<file path="config.mk">
export PLATFORM = sky130hd
export DESIGN_NAME = circuit_language_lexer
export DESIGN_NICKNAME = d
export VERILOG_FILES = /design/src/rtl/core/cll_pkg.sv /design/src/rtl/core/cll_queue.sv /design/src/rtl/core/cll_scan.sv /design/src/rtl/core/circuit_language_lexer.sv
export SDC_FILE = /design/constraint.sdc
export NUM_CORES = 1
export LEC_CHECK = 0
export BUFFER_PORTS_ARGS = -buffer_cell sky130_fd_sc_hd__buf_2
export CAP_MARGIN = 20
export CORE_MARGIN = 1
export CORE_UTILIZATION = 41
export CTS_CLUSTER_SIZE = 16
export DETAILED_ROUTE_END_ITERATION = 6
export GPL_ROUTABILITY_DRIVEN = 1
export GPL_TIMING_DRIVEN = 0
export PLACE_DENSITY = 0.53
export SETUP_SLACK_MARGIN = 0.05
export SYNTH_ARGS = -nofsm -noshare
export SYNTH_HDL_FRONTEND = slang
export SYNTH_SLANG_ARGS = --single-unit
</file>
<file path="constraint.sdc">
create_clock -name clk_i -period 8.3 [get_ports clk_i]
set_input_delay 0.83 -clock clk_i [delete_from_list [all_inputs] [get_ports clk_i]]
set_output_delay 0.83 -clock clk_i [all_outputs]
set_load 0.01 [all_outputs]
</file>
<file path="src/rtl/core/cll_pkg.sv">
// Shared types, token codes and character-class functions for the lexer.
// No dependencies; used by the scanner, the token queue and the top level.
package cll_pkg;

  localparam int unsigned LineMaxDefault = 1024;
  localparam int unsigned ColW           = 11;
  localparam int unsigned CharW          = 8;
  localparam int unsigned QueueDepth     = 4;
  localparam int unsigned QueuePtrW      = $clog2(QueueDepth);
  localparam int unsigned QueueCntW      = $clog2(QueueDepth + 1);

  typedef enum logic [4:0] {
    TK_IDENT, TK_KEYWORD, TK_NUMBER, TK_ADD, TK_SUB, TK_MUL, TK_POWER, TK_DIV,
    TK_COMMENT, TK_CSTART, TK_CEND, TK_EQ, TK_EQEQ, TK_GT, TK_GE, TK_LT, TK_LE,
    TK_COMMA, TK_SEMI, TK_LPAREN, TK_RPAREN, TK_LSQUARE, TK_RSQUARE, TK_LCURLY,
    TK_RCURLY, TK_SQUOTE, TK_DQUOTE, TK_AT, TK_PERCENT, TK_HASH, TK_BSLASH,
    TK_ERROR
  } kind_e;

  typedef enum logic [1:0] {RUN_NONE, RUN_NUM, RUN_IDENT} run_e;

  typedef enum logic [2:0] {OP_NONE, OP_STAR, OP_SLASH, OP_EQ, OP_GT, OP_LT} op_e;

  // Keyword match progress: 7 = whole word seen, 8 = mismatch
  localparam logic [3:0] KpDone = 4'd7;
  localparam logic [3:0] KpFail = 4'd8;

  typedef struct packed {
    kind_e             kind;
    logic [ColW-1:0]   col_start;
    logic [ColW-1:0]   col_end;
    logic [CharW-1:0]  bad_char;
    logic              last;
  } token_t;

  // Tokens produced by one character: count plus two slots in order
  typedef struct packed {
    logic [1:0] n;
    token_t     tok0;
    token_t     tok1;
  } scan_res_t;

  typedef struct packed {
    logic  hit;
    kind_e kind;
  } kind_hit_t;

  function automatic logic is_digit(logic [CharW-1:0] c);
    return (c >= "0") && (c <= "9");
  endfunction

  function automatic logic is_alpha(logic [CharW-1:0] c);
    return ((c >= "a") && (c <= "z")) || ((c >= "A") && (c <= "Z"));
  endfunction

  // Characters of the keyword "circuit"
  function automatic logic [CharW-1:0] kw_char(logic [3:0] idx);
    logic [CharW-1:0] r;
    case (idx)
      4'd0:    r = "c";
      4'd1:    r = "i";
      4'd2:    r = "r";
      4'd3:    r = "c";
      4'd4:    r = "u";
      4'd5:    r = "i";
      4'd6:    r = "t";
      default: r = '0;
    endcase
    return r;
  endfunction

  function automatic op_e op_code(logic [CharW-1:0] c);
    op_e r;
    case (c)
      "*":     r = OP_STAR;
      "/":     r = OP_SLASH;
      "=":     r = OP_EQ;
      ">":     r = OP_GT;
      "<":     r = OP_LT;
      default: r = OP_NONE;
    endcase
    return r;
  endfunction

  // Two-character operator formed by a waiting operator and the next character
  function automatic kind_hit_t pair_kind(op_e op, logic [CharW-1:0] c);
    kind_hit_t r;
    r = '{hit: 1'b0, kind: TK_IDENT};
    unique case (op)
      OP_STAR: begin
        if (c == "*") r = '{hit: 1'b1, kind: TK_POWER};
        else if (c == "/") r = '{hit: 1'b1, kind: TK_CEND};
      end
      OP_SLASH: begin
        if (c == "/") r = '{hit: 1'b1, kind: TK_COMMENT};
        else if (c == "*") r = '{hit: 1'b1, kind: TK_CSTART};
      end
      OP_EQ: if (c == "=") r = '{hit: 1'b1, kind: TK_EQEQ};
      OP_GT: if (c == "=") r = '{hit: 1'b1, kind: TK_GE};
      OP_LT: if (c == "=") r = '{hit: 1'b1, kind: TK_LE};
      default: r = '{hit: 1'b0, kind: TK_IDENT};
    endcase
    return r;
  endfunction

  function automatic kind_e single_kind(op_e op);
    kind_e r;
    unique case (op)
      OP_STAR:  r = TK_MUL;
      OP_SLASH: r = TK_DIV;
      OP_EQ:    r = TK_EQ;
      OP_GT:    r = TK_GT;
      OP_LT:    r = TK_LT;
      default:  r = TK_IDENT;
    endcase
    return r;
  endfunction

  function automatic kind_hit_t punct_kind(logic [CharW-1:0] c);
    kind_hit_t r;
    r.hit = 1'b1;
    case (c)
      "+":     r.kind = TK_ADD;
      "-":     r.kind = TK_SUB;
      ",":     r.kind = TK_COMMA;
      ";":     r.kind = TK_SEMI;
      "(":     r.kind = TK_LPAREN;
      ")":     r.kind = TK_RPAREN;
      "[":     r.kind = TK_LSQUARE;
      "]":     r.kind = TK_RSQUARE;
      "{":     r.kind = TK_LCURLY;
      "}":     r.kind = TK_RCURLY;
      8'h27:   r.kind = TK_SQUOTE;
      8'h22:   r.kind = TK_DQUOTE;
      "@":     r.kind = TK_AT;
      "%":     r.kind = TK_PERCENT;
      "#":     r.kind = TK_HASH;
      8'h5C:   r.kind = TK_BSLASH;
      default: begin
        r.hit  = 1'b0;
        r.kind = TK_ERROR;
      end
    endcase
    return r;
  endfunction

  function automatic kind_e run_kind_tok(run_e run, logic [3:0] kp);
    kind_e r;
    if (run == RUN_NUM) r = TK_NUMBER;
    else if (kp == KpDone) r = TK_KEYWORD;
    else r = TK_IDENT;
    return r;
  endfunction

  function automatic token_t mk_token(kind_e kind, logic [ColW-1:0] s,
                                     logic [ColW-1:0] e, logic [CharW-1:0] bad);
    token_t t;
    t.kind      = kind;
    t.col_start = s;
    t.col_end   = e;
    t.bad_char  = bad;
    t.last      = 1'b0;
    return t;
  endfunction

endpackage

</file>
<file path="src/rtl/core/cll_queue.sv">
// Small token queue between the scanner and the output channel.
// Takes up to two tokens per cycle, hands out one per cycle while pop_i is high. Depends on cll_pkg.
module cll_queue
  import cll_pkg::*;
(
  input  logic      clk_i,
  input  logic      rst_ni,
  input  scan_res_t push_i,
  input  logic      pop_i,
  output logic      room_o,
  output logic      valid_o,
  output token_t    head_o
);

  token_t                 mem_q [QueueDepth];
  logic [QueuePtrW-1:0]   wr_ptr_q, wr_ptr_d, rd_ptr_q, rd_ptr_d;
  logic [QueueCntW-1:0]   cnt_q, cnt_d;
  logic                   pop;

  assign pop     = pop_i && (cnt_q != '0);
  assign valid_o = (cnt_q != '0);
  assign head_o  = mem_q[rd_ptr_q];
  // Room for a full pair of tokens
  assign room_o  = (cnt_q <= QueueCntW'(QueueDepth - 2));

  // Pointer and fill count update
  always_comb begin
    wr_ptr_d = wr_ptr_q + QueuePtrW'(push_i.n);
    rd_ptr_d = rd_ptr_q + QueuePtrW'(pop);
    cnt_d    = cnt_q + QueueCntW'(push_i.n) - QueueCntW'(pop);
  end

  always_ff @(posedge clk_i or negedge rst_ni) begin
    if (!rst_ni) begin
      wr_ptr_q <= '0;
      rd_ptr_q <= '0;
      cnt_q    <= '0;
    end else begin
      wr_ptr_q <= wr_ptr_d;
      rd_ptr_q <= rd_ptr_d;
      cnt_q    <= cnt_d;
    end
  end

  // Token storage
  always_ff @(posedge clk_i) begin
    if (push_i.n != 2'd0) mem_q[wr_ptr_q] <= push_i.tok0;
    if (push_i.n == 2'd2) mem_q[wr_ptr_q + QueuePtrW'(1)] <= push_i.tok1;
  end

endmodule

</file>
<file path="src/rtl/core/cll_scan.sv">
// Lexer scanner: column, pending run and waiting operator state, plus the
// per-character token logic. Depends on cll_pkg.
module cll_scan
  import cll_pkg::*;
#(
  parameter int unsigned LINE_MAX = LineMaxDefault
) (
  input  logic             clk_i,
  input  logic             rst_ni,
  input  logic             step_i,
  input  logic [CharW-1:0] ch_i,
  input  logic             line_end_i,
  output scan_res_t        res_o
);

  localparam int unsigned ColBits = $clog2(LINE_MAX + 1);

  logic [ColBits-1:0] column_q, column_d, start_q, start_d;
  run_e               run_q, run_d;
  op_e                op_q, op_d;
  logic [3:0]         kp_q, kp_d;

  logic [ColBits-1:0] p, np;
  logic               used, a_v, b_v, c_v;
  token_t             a_tok, b_tok, c_tok;
  kind_hit_t          pk, ph;
  logic [ColW-1:0]    p_o, np_o;

  // Column of this character and the one after, saturating at the limit
  assign p    = column_q;
  assign np   = (p < ColBits'(LINE_MAX)) ? p + ColBits'(1) : ColBits'(LINE_MAX);
  assign p_o  = ColW'(p);
  assign np_o = ColW'(np);

  // Token decisions for one character
  always_comb begin
    used     = 1'b0;
    a_v      = 1'b0;
    b_v      = 1'b0;
    c_v      = 1'b0;
    a_tok    = '0;
    b_tok    = '0;
    c_tok    = '0;
    run_d    = run_q;
    start_d  = start_q;
    op_d     = op_q;
    kp_d     = kp_q;
    pk       = pair_kind(op_q, ch_i);
    ph       = punct_kind(ch_i);
    column_d = np;

    // Resolve a waiting operator
    if (op_q != OP_NONE) begin
      a_v = 1'b1;
      if (pk.hit) begin
        a_tok = mk_token(pk.kind, ColW'(start_q), np_o, '0);
        used  = 1'b1;
      end else begin
        a_tok = mk_token(single_kind(op_q), ColW'(start_q), p_o, '0);
      end
      op_d = OP_NONE;
    end

    // Extend or close a pending run
    if (!used && run_q != RUN_NONE) begin
      if (run_q == RUN_NUM && (is_digit(ch_i) || ch_i == ".")) begin
        used = 1'b1;
      end else if (run_q == RUN_IDENT &&
                   (is_alpha(ch_i) || is_digit(ch_i) || ch_i == "_")) begin
        if (kp_q < KpDone && ch_i == kw_char(kp_q)) kp_d = kp_q + 4'd1;
        else kp_d = KpFail;
        used = 1'b1;
      end else begin
        a_v   = 1'b1;
        a_tok = mk_token(run_kind_tok(run_q, kp_q), ColW'(start_q), p_o, '0);
        run_d = RUN_NONE;
      end
    end

    // Start something new with this character
    if (!used && ch_i != " ") begin
      if (is_digit(ch_i) || ch_i == ".") begin
        run_d   = RUN_NUM;
        start_d = p;
      end else if (is_alpha(ch_i)) begin
        run_d   = RUN_IDENT;
        start_d = p;
        kp_d    = (ch_i == kw_char(4'd0)) ? 4'd1 : KpFail;
      end else if (op_code(ch_i) != OP_NONE) begin
        op_d    = op_code(ch_i);
        start_d = p;
      end else begin
        b_v = 1'b1;
        if (ph.hit) b_tok = mk_token(ph.kind, p_o, np_o, '0);
        else b_tok = mk_token(TK_ERROR, p_o, np_o, ch_i);
      end
    end

    // Line end flushes whatever is pending and returns to reset state
    if (line_end_i) begin
      if (op_d != OP_NONE) begin
        c_v   = 1'b1;
        c_tok = mk_token(single_kind(op_d), ColW'(start_d), np_o, '0);
      end else if (run_d != RUN_NONE) begin
        c_v   = 1'b1;
        c_tok = mk_token(run_kind_tok(run_d, kp_d), ColW'(start_d), np_o, '0);
      end
      column_d = '0;
      run_d    = RUN_NONE;
      start_d  = '0;
      op_d     = OP_NONE;
      kp_d     = '0;
    end
  end

  // Pack tokens in order; at most two of the three slots are ever used
  always_comb begin
    res_o = '0;
    if (step_i) begin
      res_o.n = 2'(a_v) + 2'(b_v) + 2'(c_v);
      if (a_v) begin
        res_o.tok0 = a_tok;
        res_o.tok1 = b_v ? b_tok : c_tok;
      end else if (b_v) begin
        res_o.tok0 = b_tok;
        res_o.tok1 = c_tok;
      end else begin
        res_o.tok0 = c_tok;
      end
      if (res_o.n == 2'd1) res_o.tok0.last = 1'b1;
      if (res_o.n == 2'd2) res_o.tok1.last = 1'b1;
    end
  end

  always_ff @(posedge clk_i or negedge rst_ni) begin
    if (!rst_ni) begin
      column_q <= '0;
      start_q  <= '0;
      run_q    <= RUN_NONE;
      op_q     <= OP_NONE;
      kp_q     <= '0;
    end else if (step_i) begin
      column_q <= column_d;
      start_q  <= start_d;
      run_q    <= run_d;
      op_q     <= op_d;
      kp_q     <= kp_d;
    end
  end

endmodule

</file>
<file path="src/rtl/core/circuit_language_lexer.sv">
// Top level of the streaming lexer: input register, scanner, token queue.
// Depends on cll_pkg, cll_scan and cll_queue.
//
//   channel | direction | handshake                | payload
//   --------+-----------+--------------------------+---------------------------------
//   in      | into      | in_valid_i / in_stall_o  | ch_i, line_end_i
//   out     | out of    | out_valid_o / out_stall_i| token_kind_o, col_start_o,
//           |           |                          | col_end_o, bad_char_o, last_o
//
// One character per cycle while in_stall_o is low: a character waits in the input register
// until the queue has room for a pair, and its tokens are written into the queue as it steps.
// The output port moves one token per cycle while out_stall_i is low, so a character
// that yields two tokens outpaces it; the 4-entry queue absorbs the difference.
// in_stall_o rises when a character is held while the queue lacks room for two.
// Reset clears the column, pending run, waiting operator and the queue.
module circuit_language_lexer
  import cll_pkg::*;
#(
  parameter int unsigned LINE_MAX = LineMaxDefault
) (
  input  logic             clk_i,
  input  logic             rst_ni,
  input  logic             in_valid_i,
  output logic             in_stall_o,
  input  logic [CharW-1:0] ch_i,
  input  logic             line_end_i,
  output logic             out_valid_o,
  input  logic             out_stall_i,
  output logic [4:0]       token_kind_o,
  output logic [ColW-1:0]  col_start_o,
  output logic [ColW-1:0]  col_end_o,
  output logic [CharW-1:0] bad_char_o,
  output logic             last_o
);

  logic             in_valid_q, in_valid_d;
  logic [CharW-1:0] ch_q;
  logic             line_end_q;
  logic             room, step, accept;
  scan_res_t        res;
  token_t           head;

  // Input register advances whenever the queue has room for a pair
  assign step       = in_valid_q && room;
  assign in_stall_o = in_valid_q && !room;
  assign accept     = in_valid_i && !in_stall_o;
  assign in_valid_d = accept ? 1'b1 : (step ? 1'b0 : in_valid_q);

  always_ff @(posedge clk_i or negedge rst_ni) begin
    if (!rst_ni) begin
      in_valid_q <= 1'b0;
    end else begin
      in_valid_q <= in_valid_d;
    end
  end

  always_ff @(posedge clk_i) begin
    if (accept) begin
      ch_q       <= ch_i;
      line_end_q <= line_end_i;
    end
  end

  cll_scan #(
    .LINE_MAX(LINE_MAX)
  ) u_scan (
    .clk_i      (clk_i),
    .rst_ni     (rst_ni),
    .step_i     (step),
    .ch_i       (ch_q),
    .line_end_i (line_end_q),
    .res_o      (res)
  );

  cll_queue u_queue (
    .clk_i   (clk_i),
    .rst_ni  (rst_ni),
    .push_i  (res),
    .pop_i   (!out_stall_i),
    .room_o  (room),
    .valid_o (out_valid_o),
    .head_o  (head)
  );

  // Output transaction fields
  assign token_kind_o = head.kind;
  assign col_start_o  = head.col_start;
  assign col_end_o    = head.col_end;
  assign bad_char_o   = head.bad_char;
  assign last_o       = head.last;

endmodule

</file>
# After elaboration in Yosys (flattened, before gate mapping)
# Memory sizes are Yosys's and may differ from the RTL's.
# Index checks and enable logic that the tools add are counted.
dict set report word_totals {
  ff_bits 48
  ramBits 144
  output_inout_bits 38
  memories 1
}
# memory words width rd rd_ports_with_merged_regs wr line
set mem_list {}
lappend mem_list {u_queue.mem_q 4 36 1 0 2 cll_queue.sv:15} ;# token_t mem_q [QueueDepth];
dict set report op_classes {
  n_addsub 9
  magnitude_cmp 9
  eq_ne 50
  mux 94
  reduce_logical 33
}
# operator n
set op_table {}
lappend op_table {{2-to-1 mux 36 bit} 15}
lappend op_table {{== test 8 x 6 -> 1 bit, second input constant} 16}
lappend op_table {{case mux 5 bit (16 select lines)} 1}
lappend op_table {{2-to-1 mux 11 bit} 7}
lappend op_table {{2-to-1 mux 74 bit} 1}
lappend op_table {{2-to-1 mux 72 bit} 1}
lappend op_table {{== test 8 x 7 -> 1 bit, second input constant} 8}
lappend op_table {{2-to-1 mux 6 bit} 7}
lappend op_table {{case mux 4 bit (5 select lines)} 2}
lappend op_table {{2-to-1 mux 4 bit} 9}
lappend op_table {{case mux 7 bit (5 select lines)} 1}
lappend op_table {{case mux 6 bit (5 select lines)} 1}
lappend op_table {{2-to-1 mux 1 bit} 27}
lappend op_table {{2-to-1 mux 3 bit} 9}
lappend op_table {{2-to-1 mux 8 bit} 3}
lappend op_table {{== test 4 x 3 -> 1 bit, second input constant} 5}
lappend op_table {{greater-or-equal comparator 8 x 7 -> 1 bit, second input constant} 2}
lappend op_table {{less-or-equal comparator 8 x 7 -> 1 bit, second input constant} 2}
lappend op_table {{OR reduction 16 bit} 1}
lappend op_table {{case mux 3 bit (5 select lines)} 1}
lappend op_table {{2-to-1 mux 2 bit} 7}
lappend op_table {{== test 3 x 2 -> 1 bit, second input constant} 4}
lappend op_table {{== test 3 bit, second input constant} 4}
lappend op_table {{logical AND 1 bit} 12}
lappend op_table {{27 further kinds} 49}

# Logic depth before layout (Yosys ltp)
# Gate-level depths: netlist of run 1.
dict set report logic_depth {
  ltp_word 31
  ltp_mapped 17
}

# Hierarchy
# Synthesis of run 1 repeated with hierarchy kept, for this count alone.
dict set report hier_totals {
  hier_cells 929
  area_unflattened_um2 11786.3
}
# module n_inst cells_each area_each_um2
set modules_own_cells {}
lappend modules_own_cells {cll_queue 1 389 7492.2}
lappend modules_own_cells {cll_scan 1 524 3956.3}
lappend modules_own_cells {circuit_language_lexer 1 16 337.8}

# Worst setup path after synthesis of run 1
# No wires, ideal clock.
dict set report synth_timing {
  path_kind {register -> register}
  start {register ch_q[2]}
  end {memory u_queue.mem_q[1][0] (netlist bit), enable pin}
  setup_ps 474
  arrival_ps 5495
  setup_slack_ps 2332
  path_stages_with_launch 12
  path_buffers 3
  cell_sequence {edfxtp_1 > clkbuf_1 > nor3_1 > a221o_1 > a21boi_1 > nor4_4 > buf_2 > nand2_1 > fa_1 > clkbuf_1 > o21ai_0 > nor3_1}
}
# element line
set synth_lines {}
lappend synth_lines {{from (decl)} circuit_language_lexer.sv:37} ;# logic [CharW-1:0] ch_q;
lappend synth_lines {{from (signal assigned)} circuit_language_lexer.sv:59} ;# ch_q <= ch_i;
lappend synth_lines {{to (decl)} cll_queue.sv:15}

==> results of run 1 <==
[sequential cells by signal, indices dropped and copies added (netlist names)]
signal            flops
u_queue.mem_q       144
u_scan.column_q      11
u_scan.start_q       11
ch_q                  8
u_scan.kp_q           4
u_queue.cnt_q         3
u_scan.op_q           3
u_queue.rd_ptr_q      2
u_queue.wr_ptr_q      2
u_scan.run_q          2
in_valid_q            1
line_end_q            1
[power groups by stage]
stage               registers (mW)  clock network [mW]  logic [mW]
finish                        1.41               0.802        1.95
global placement              1.46                   0        1.84
floorplan                     1.42                   0        1.24
global route                  1.43               0.846        2.12
CTS                           1.41               0.811        1.93
detailed placement            1.43                   0        1.93
[cells in the final DEF, fill, tap and decap left out, types with 8 or more instances in the layout]
master and count:
edfxtp_1 153, nor2_1 88, nand2_1 81, clkbuf_1 65, a21oi_1 65, buf_2 61, o21ai_0 43, and2_1 42
dfrtp_1 39, mux4_2 36, a221o_1 25, o22ai_1 24, a22oi_1 19, inv_1 18, nor3_1 18, mux2i_1 18
clkbuf_16 17, a22o_1 15, nand2b_1 14, nand3_1 13, o31ai_1 13, xnor2_1 12, a21o_1 10, and3_1 10
xor2_1 10, a31oi_1 10, a211oi_1 9, mux2_2 8, ha_1 8
[per-stage QoR]
| stage | utilization [%] | power, mW | TNS, ns | std cells |
|---|---|---|---|---|
| after CTS | 46.95 | 4.155 | 0 | 1442 |
| after floorplan | - | 2.658 | 0 | 1005 |
| after detailed placement | 44.87 | 3.361 | 0 | 1410 |
| final | 47.06 | 4.160 | 0 | 1444 |
| after global routing | 47.06 | 4.400 | 0 | 1444 |
| after global placement | 44.14 | 3.298 | -64.02 | 1396 |
[logic make-up (layout without fill, tap and decap cells)]
family / after synthesis / after routing / share of synthesized area [%]
buffers and inverters: 99 / 197 / 3.534
AND/OR/NAND/NOR: 331 / 331 / 15.44
XOR/XNOR: 22 / 22 / 1.728
flip-flops: 192 / 192 / 49.94
multiplexers: 62 / 62 / 9.693
adder cells (fa/ha/maj): 10 / 10 / 1.257
AO/OA/AOI/OAI: 289 / 289 / 18.41
[layer usage]
metal / vias to the layer above / wire [µm] / part of all wire [%] / global-route usage, %
li1: 4054 / - / - / -
met5: - / 0 / 0 / 0
met2: 354 / 15340 / 45 / 38.35
met4: 0 / 654 / 1.9 / 8.213
met3: 37 / 2207 / 6.5 / 3.517
met1: 4342 / 15790 / 46 / 36.73
[final timing paths]
kind,depth (start not counted),endpoint,from
max in group asynchronous,1,u_scan.column_q[9],rst_ni
min reg2reg,1,u_queue.rd_ptr_q[0],u_queue.rd_ptr_q[0]
min,1,u_queue.rd_ptr_q[0],u_queue.rd_ptr_q[0]
max,16,u_queue.mem_q[1][7],ch_q[2]
min in group asynchronous,1,u_scan.start_q[3],rst_ni
max reg2reg,16,u_queue.mem_q[1][7],ch_q[2]
[worst max-delay path: stages (launching register included)]
cell      delay [ns]
edfxtp_1        0.37
clkbuf_1        0.21
nor3_1          0.43
a221o_1         0.31
a21boi_1        0.24
nor4_4          0.49
buf_2           0.40
nand2_1         0.28
fa_1            0.53
clkbuf_1        0.20
nor2_1          0.25
inv_1           0.14
nor3_1          0.74
buf_4           0.28
nand2_1         0.13
a21oi_1         0.58
and2_1          0.23
[layout make-up]
class                           instances  area (µm²)  area share (%)
Buffer                                 80       317.8           2.520
Clock buffer                           19       432.9           3.432
Clock inverter                         13       123.9          0.9821
Inverter                               19       76.32          0.6051
Multi-Input combinational cell        714        5214           41.34
Sequential cell                       192        5570           44.16
Tap cell                              341       426.7           3.383
Timing Repair Buffer                   66       451.7           3.581
==> impl_metrics.tcl, run 1 <==
set metrics [dict create \
    setup_viol_count_final 0 \
    syn_nets 1028 \
    min_period_ns 5.941 \
    r2r_slack_ns 2.36 \
    fin_ws_ns 2.359 \
    ys_seq_elements 192 \
    end_kind "flip-flop" \
    sw_frac_of_total_pct 41.47 \
    synth_cells 1005 \
    placed_cell_area_mm2 0.01203 \
    p_sw_mw 1.725 \
    fmax_ghz 0.1683 \
    wl_per_cell_um 23.54 \
    via_per_inst 6.085 \
    leakage_nw 4.494 \
    cp.required_ns 8.61 \
    core.rowCount 60 \
    start_util_pct 41.62 \
    synth.avg_cell_area_um2 11.10 \
    cts_made_buffers 17 \
    status "finished, final reports clean" \
    first_pass_iters 7 \
    synth.most_common_cell "edfxtp_1" \
    drv_slew 0 \
    whs_ns 0.4988 \
    slew_headroom_pct 22.13 \
    holdBufCountCts 0 \
    layout.nets 1113 \
    die-area_mm2 0.02787 \
    fp.dieW_um 166.9 \
    seqPwrFrac_pct 33.9 \
    post_cts_resize_count 0 \
    grt_overflow 0 \
    area_growth_syn_to_layout_pct 13.09 \
    yosys_warnings 0 \
    ant_nets 0 \
    power_frac_comb_pct 46.8 \
    pin_count 51 \
    internal-power_mw 2.435 \
    synth.area.top_cells "edfxtp_1 (41%), dfrtp_1 (8.8%), mux4_2 (7.3%)" \
    criticalPathCategory "reg -> reg" \
    io_buffers 50 \
    netlist_area_mm2 0.01115 \
    drive_gt1_share_pct 16.23 \
    synth-edff-count 153 \
    nFillCells 2516 \
    p_per_area_mw_per_mm2 329.8 \
    diodes 0 \
    via_count 8787 \
    core-area_mm2 0.02680 \
    synth-seq-area-share_pct 49.94 \
    maxCapViolCount 0 \
    cp_data_arrival_time_ns 6.25 \
    post-route-period-util_pct 71.58 \
    post-place-ws_ns 2.474 \
    skew_ns 0.01310 \
    cp_max_fo 10 \
    cts_max_level 4 \
    synth_top_area_cell "edfxtp_1" \
    netlist.area_leader.share_pct 41.19 \
    design_area_mm2 0.01261 \
    grt_pass1_vias 8499 \
    numClockSinks 192 \
    cts_tree "built" \
    synth_common_cells "edfxtp_1 (153), nor2_1 (90), nand2_1 (81), a21oi_1 (65), clkbuf_1 (63)" \
    clk_latency_ns 0.45 \
    peakVddDrop_v 0.0001653 \
    async_flop_share_pct 20.31 \
    totalWireLength_um 33990 \
    antenna_found_initial 0 \
    worstMarginPinSlew_ns 1.156 \
    post_cts_buffers 0 \
    grt_use_total_pct 25.14 \
    grt_pass1_wl_um 52380 \
    grt_max_degree 40 \
    rsz0062_at_grt "false" \
    start_kind "flip-flop" \
    pwr-share-clk_pct 19.3 \
    gp_congestion 0.8616 \
    cts_buffer_depth 2 \
    synth_cell_types 82 \
    finalHoldViolCount 0 \
    first_iter_violations 902 \
    clk_pin_slew_worst_paths_ns 0.08 \
    die_h_um 166.9 \
    ys.flop_type "edfxtp_1" \
    drc_errors 0 \
    hp-class "reg -> reg" \
    hpwl_um 24370 \
    cts-root-buf "clkbuf_16" \
]
Note: power is estimated with default switching activity, not from simulation.
==> run 2, diff against run 1 <==
--- a/config.mk
+++ b/config.mk
@@ -5,6 +5,7 @@
 export SDC_FILE = /design/constraint.sdc
 export NUM_CORES = 1
 export LEC_CHECK = 0
+export ABC_AREA = 1
 export BUFFER_PORTS_ARGS = -buffer_cell sky130_fd_sc_hd__buf_2
 export CAP_MARGIN = 20
 export CORE_MARGIN = 1
@@ -13,7 +14,7 @@
 export DETAILED_ROUTE_END_ITERATION = 6
 export GPL_ROUTABILITY_DRIVEN = 1
 export GPL_TIMING_DRIVEN = 0
-export PLACE_DENSITY = 0.53
+export PLACE_DENSITY = 0.55
 export SETUP_SLACK_MARGIN = 0.05
 export SYNTH_ARGS = -nofsm -noshare
 export SYNTH_HDL_FRONTEND = slang
==> constraint.sdc (replaced) <==
create_clock -name clk_i -period 4.9 [get_ports clk_i]
set_input_delay 0.49 -clock clk_i [delete_from_list [all_inputs] [get_ports clk_i]]
set_output_delay 0.49 -clock clk_i [all_outputs]
set_load 0.01 [all_outputs]
==> impl_metrics.tcl, run 2 <==
set metrics [dict create \
    criticalPathCategory "reg -> reg" \
    synth.area.top_cells "edfxtp_1 (39%), nand2_1 (14%), dfrtp_1 (8.3%)" \
    cts_max_level 4 \
    final_cell_mix "nand2_1 (451), nor2_1 (154), edfxtp_1 (153)" \
    wl_per_cell_um 20.42 \
    clk_latency_ns 0.45 \
    synth_cell_types 44 \
    nFillCells 2769 \
    first_iter_violations 1090 \
    pin_count 51 \
    grt_use_total_pct 28.58 \
    grt_max_degree 40 \
    peakVddDrop_v 0.0002511 \
    whs_endpoint "ch_q[1]" \
    cts_buffer_depth 2 \
    status "finished, final reports clean" \
    grt_pass1_vias 10195 \
    fp.dieW_um 171.3 \
    cp_data_arrival_time_ns 4.83 \
    async_flop_share_pct 20.31 \
    slew_headroom_pct 39.32 \
    layout.nets 1617 \
    synth.avg_cell_area_um2 7.821 \
    grt_overflow 0 \
    r2r_slack_ns 0.27 \
    netlist.area_leader.share_pct 39.08 \
    gp_congestion 0.9147 \
    drc_errors 0 \
    area_growth_syn_to_layout_pct 15.10 \
    cp_max_fo 15 \
    netlist_area_mm2 0.01176 \
    grt_pass1_wl_um 61640 \
    antenna_found_initial 0 \
    regMostFlops "u_queue.mem_q" \
    cts_tree "built" \
    maxCapViolCount 0 \
    p_total_mw 7.971 \
    worstMarginPinSlew_ns 0.9069 \
    leakage_nw 5.546 \
    totalWireLength_um 40540 \
    fmax_ghz 0.2160 \
    die_h_um 171.3 \
    hp-class "in -> reg" \
    ys_seq_elements 192 \
    hpwl_um 29520 \
    synth.most_common_cell "nand2_1" \
    p_per_area_mw_per_mm2 589.1 \
    diodes 0 \
    finalHoldViolCount 0 \
    via_per_inst 5.545 \
    synth_cells 1503 \
    via_count 11007 \
    min_period_ns 4.630 \
    core-area_mm2 0.02801 \
    min_from "ch_i[1]" \
    reg_top3 "u_queue.mem_q x144, u_scan.column_q x11, u_scan.start_q x11" \
    drive_gt1_share_pct 13.01 \
    post-route-period-util_pct 94.49 \
    worstHoldPathCells 1 \
    die-area_mm2 0.02935 \
    synth_top_area_cell "edfxtp_1" \
    setup_viol_count_final 0 \
    fin_util_pct 48.30 \
    cts-root-buf "clkbuf_16" \
    crit-reg2reg-launch "ch_q[1]" \
    synth-edff-count 153 \
    clk_pin_slew_worst_paths_ns 0.08 \
    io_buffers 50 \
    ant_nets 0 \
    largest_register_ffs 144 \
    first_pass_iters 5 \
    cts_made_buffers 17 \
    numClockSinks 192 \
    yosys_warnings 0 \
    syn_nets 1526 \
    ys.flop_type "edfxtp_1" \
    start_kind "flip-flop" \
    whs_ns 0.2048 \
    r2r-end "u_queue.mem_q[0][27]" \
    rsz0062_at_grt "false" \
    final_common_cell "nand2_1" \
    synth_common_cells "nand2_1 (451), nor2_1 (161), edfxtp_1 (153), o21ai_0 (147), nand3_1 (141)" \
    core.rowCount 61 \
    drv_slew 0 \
    start_util_pct 41.97 \
    end_kind "flip-flop" \
    cp.required_ns 5.10 \
    worst-r2r-cell-count 22 \
    skew_ns 0.01902 \
    synth-seq-area-share_pct 47.39 \
]
==> run 2: cells by family (layout without fill, tap and decap cells) <==
group	count (synthesis)	after routing	synth area share, %
buf+inv	196	298	6.908
fa+ha+maj	10	10	1.192
simple gates	839	839	31.46
xor+xnor	7	7	0.5216
compound gates	259	261	12.53
flops	192	192	47.39
==> run 2: power breakdown <==
part / internal, mW / total, mW / switching, mW / leakage, nW
combinational: 1.19 / 4.08 / 2.88 / 3.32
clock: 0.678 / 1.39 / 0.709 / 0.273
sequential: 2.35 / 2.51 / 0.160 / 1.96
total: 4.22 / 7.97 / 3.75 / 5.55
==> run 2: worst max-delay path by stage <==
stage             from                   end  cells after the start
6_report       ch_q[1]  u_queue.mem_q[0][27]                     22
5_1_grt        ch_q[1]  u_queue.mem_q[1][13]                     24
4_1_cts        ch_q[7]  u_queue.mem_q[3][31]                     23
3_5_place_dp   ch_q[7]  u_queue.mem_q[2][29]                     23
3_3_place_gp   ch_q[7]  u_queue.mem_q[0][29]                     17
2_1_floorplan  ch_q[4]   u_queue.mem_q[3][0]                     18
==> run 2: metal layers <==
layer	vias up	GRT usage [%]	share of wire, %	routed length [µm]
met2	474	45.53	46	18660
met5	-	0	0	0
met1	5212	40.13	44	17860
li1	5270	-	-	-
met3	51	4.096	8.0	3236
met4	0	8.696	1.9	788
==> run 2: worst max-delay path, stage by stage (launching register included) <==
cell and delay (ns):
edfxtp_1 0.55, inv_2 0.23, nand2_2 0.11, nor2_4 0.17, nand2_2 0.11, nor2_1 0.20, a21oi_2 0.07, nand2_2 0.09
buf_6 0.16, nor2_1 0.07, nand2_1 0.18, nand2_4 0.12, inv_1 0.13, buf_4 0.26, fa_2 0.50, nor2_4 0.22
nor2_1 0.10, inv_2 0.18, nor2_4 0.08, inv_1 0.09, clkbuf_2 0.37, o21ai_4 0.17, buf_16 0.20
==> run 2: stage by stage <==
step	instance area [µm²]	setup TNS [ns]	std cells	setup WS [ns]
6_report	13530	0	1985	0.2702
5_1_grt	13530	0	1985	0.04645
4_1_cts	13390	0	1977	0.05879
3_5_place_dp	12670	-69.38	1937	-0.6438
3_3_place_gp	12480	-322.46	1931	-2.358
2_1_floorplan	11760	-3.839	1503	-0.02669
==> run 2: what timing repair did <==
item	CTS	global route
pin swaps	0	1
endpoints found under the hold margin	0	10
hold buffers	0	1
gates cloned	2	0
buffers inserted	6	5
endpoints found under the setup margin	202	281
gates resized for setup	13	21
==> run 2: cell type report <==
cell class	count	area (µm²)	area share, %
Timing Repair Buffer	70	566.8	4.189
Clock inverter	14	142.6	1.054
Tap cell	378	473.0	3.495
Sequential cell	192	5570	41.17
Clock buffer	18	429.2	3.172
Multi-Input combinational cell	1117	5520	40.80
Inverter	115	434.2	3.209
Buffer	81	394.1	2.913
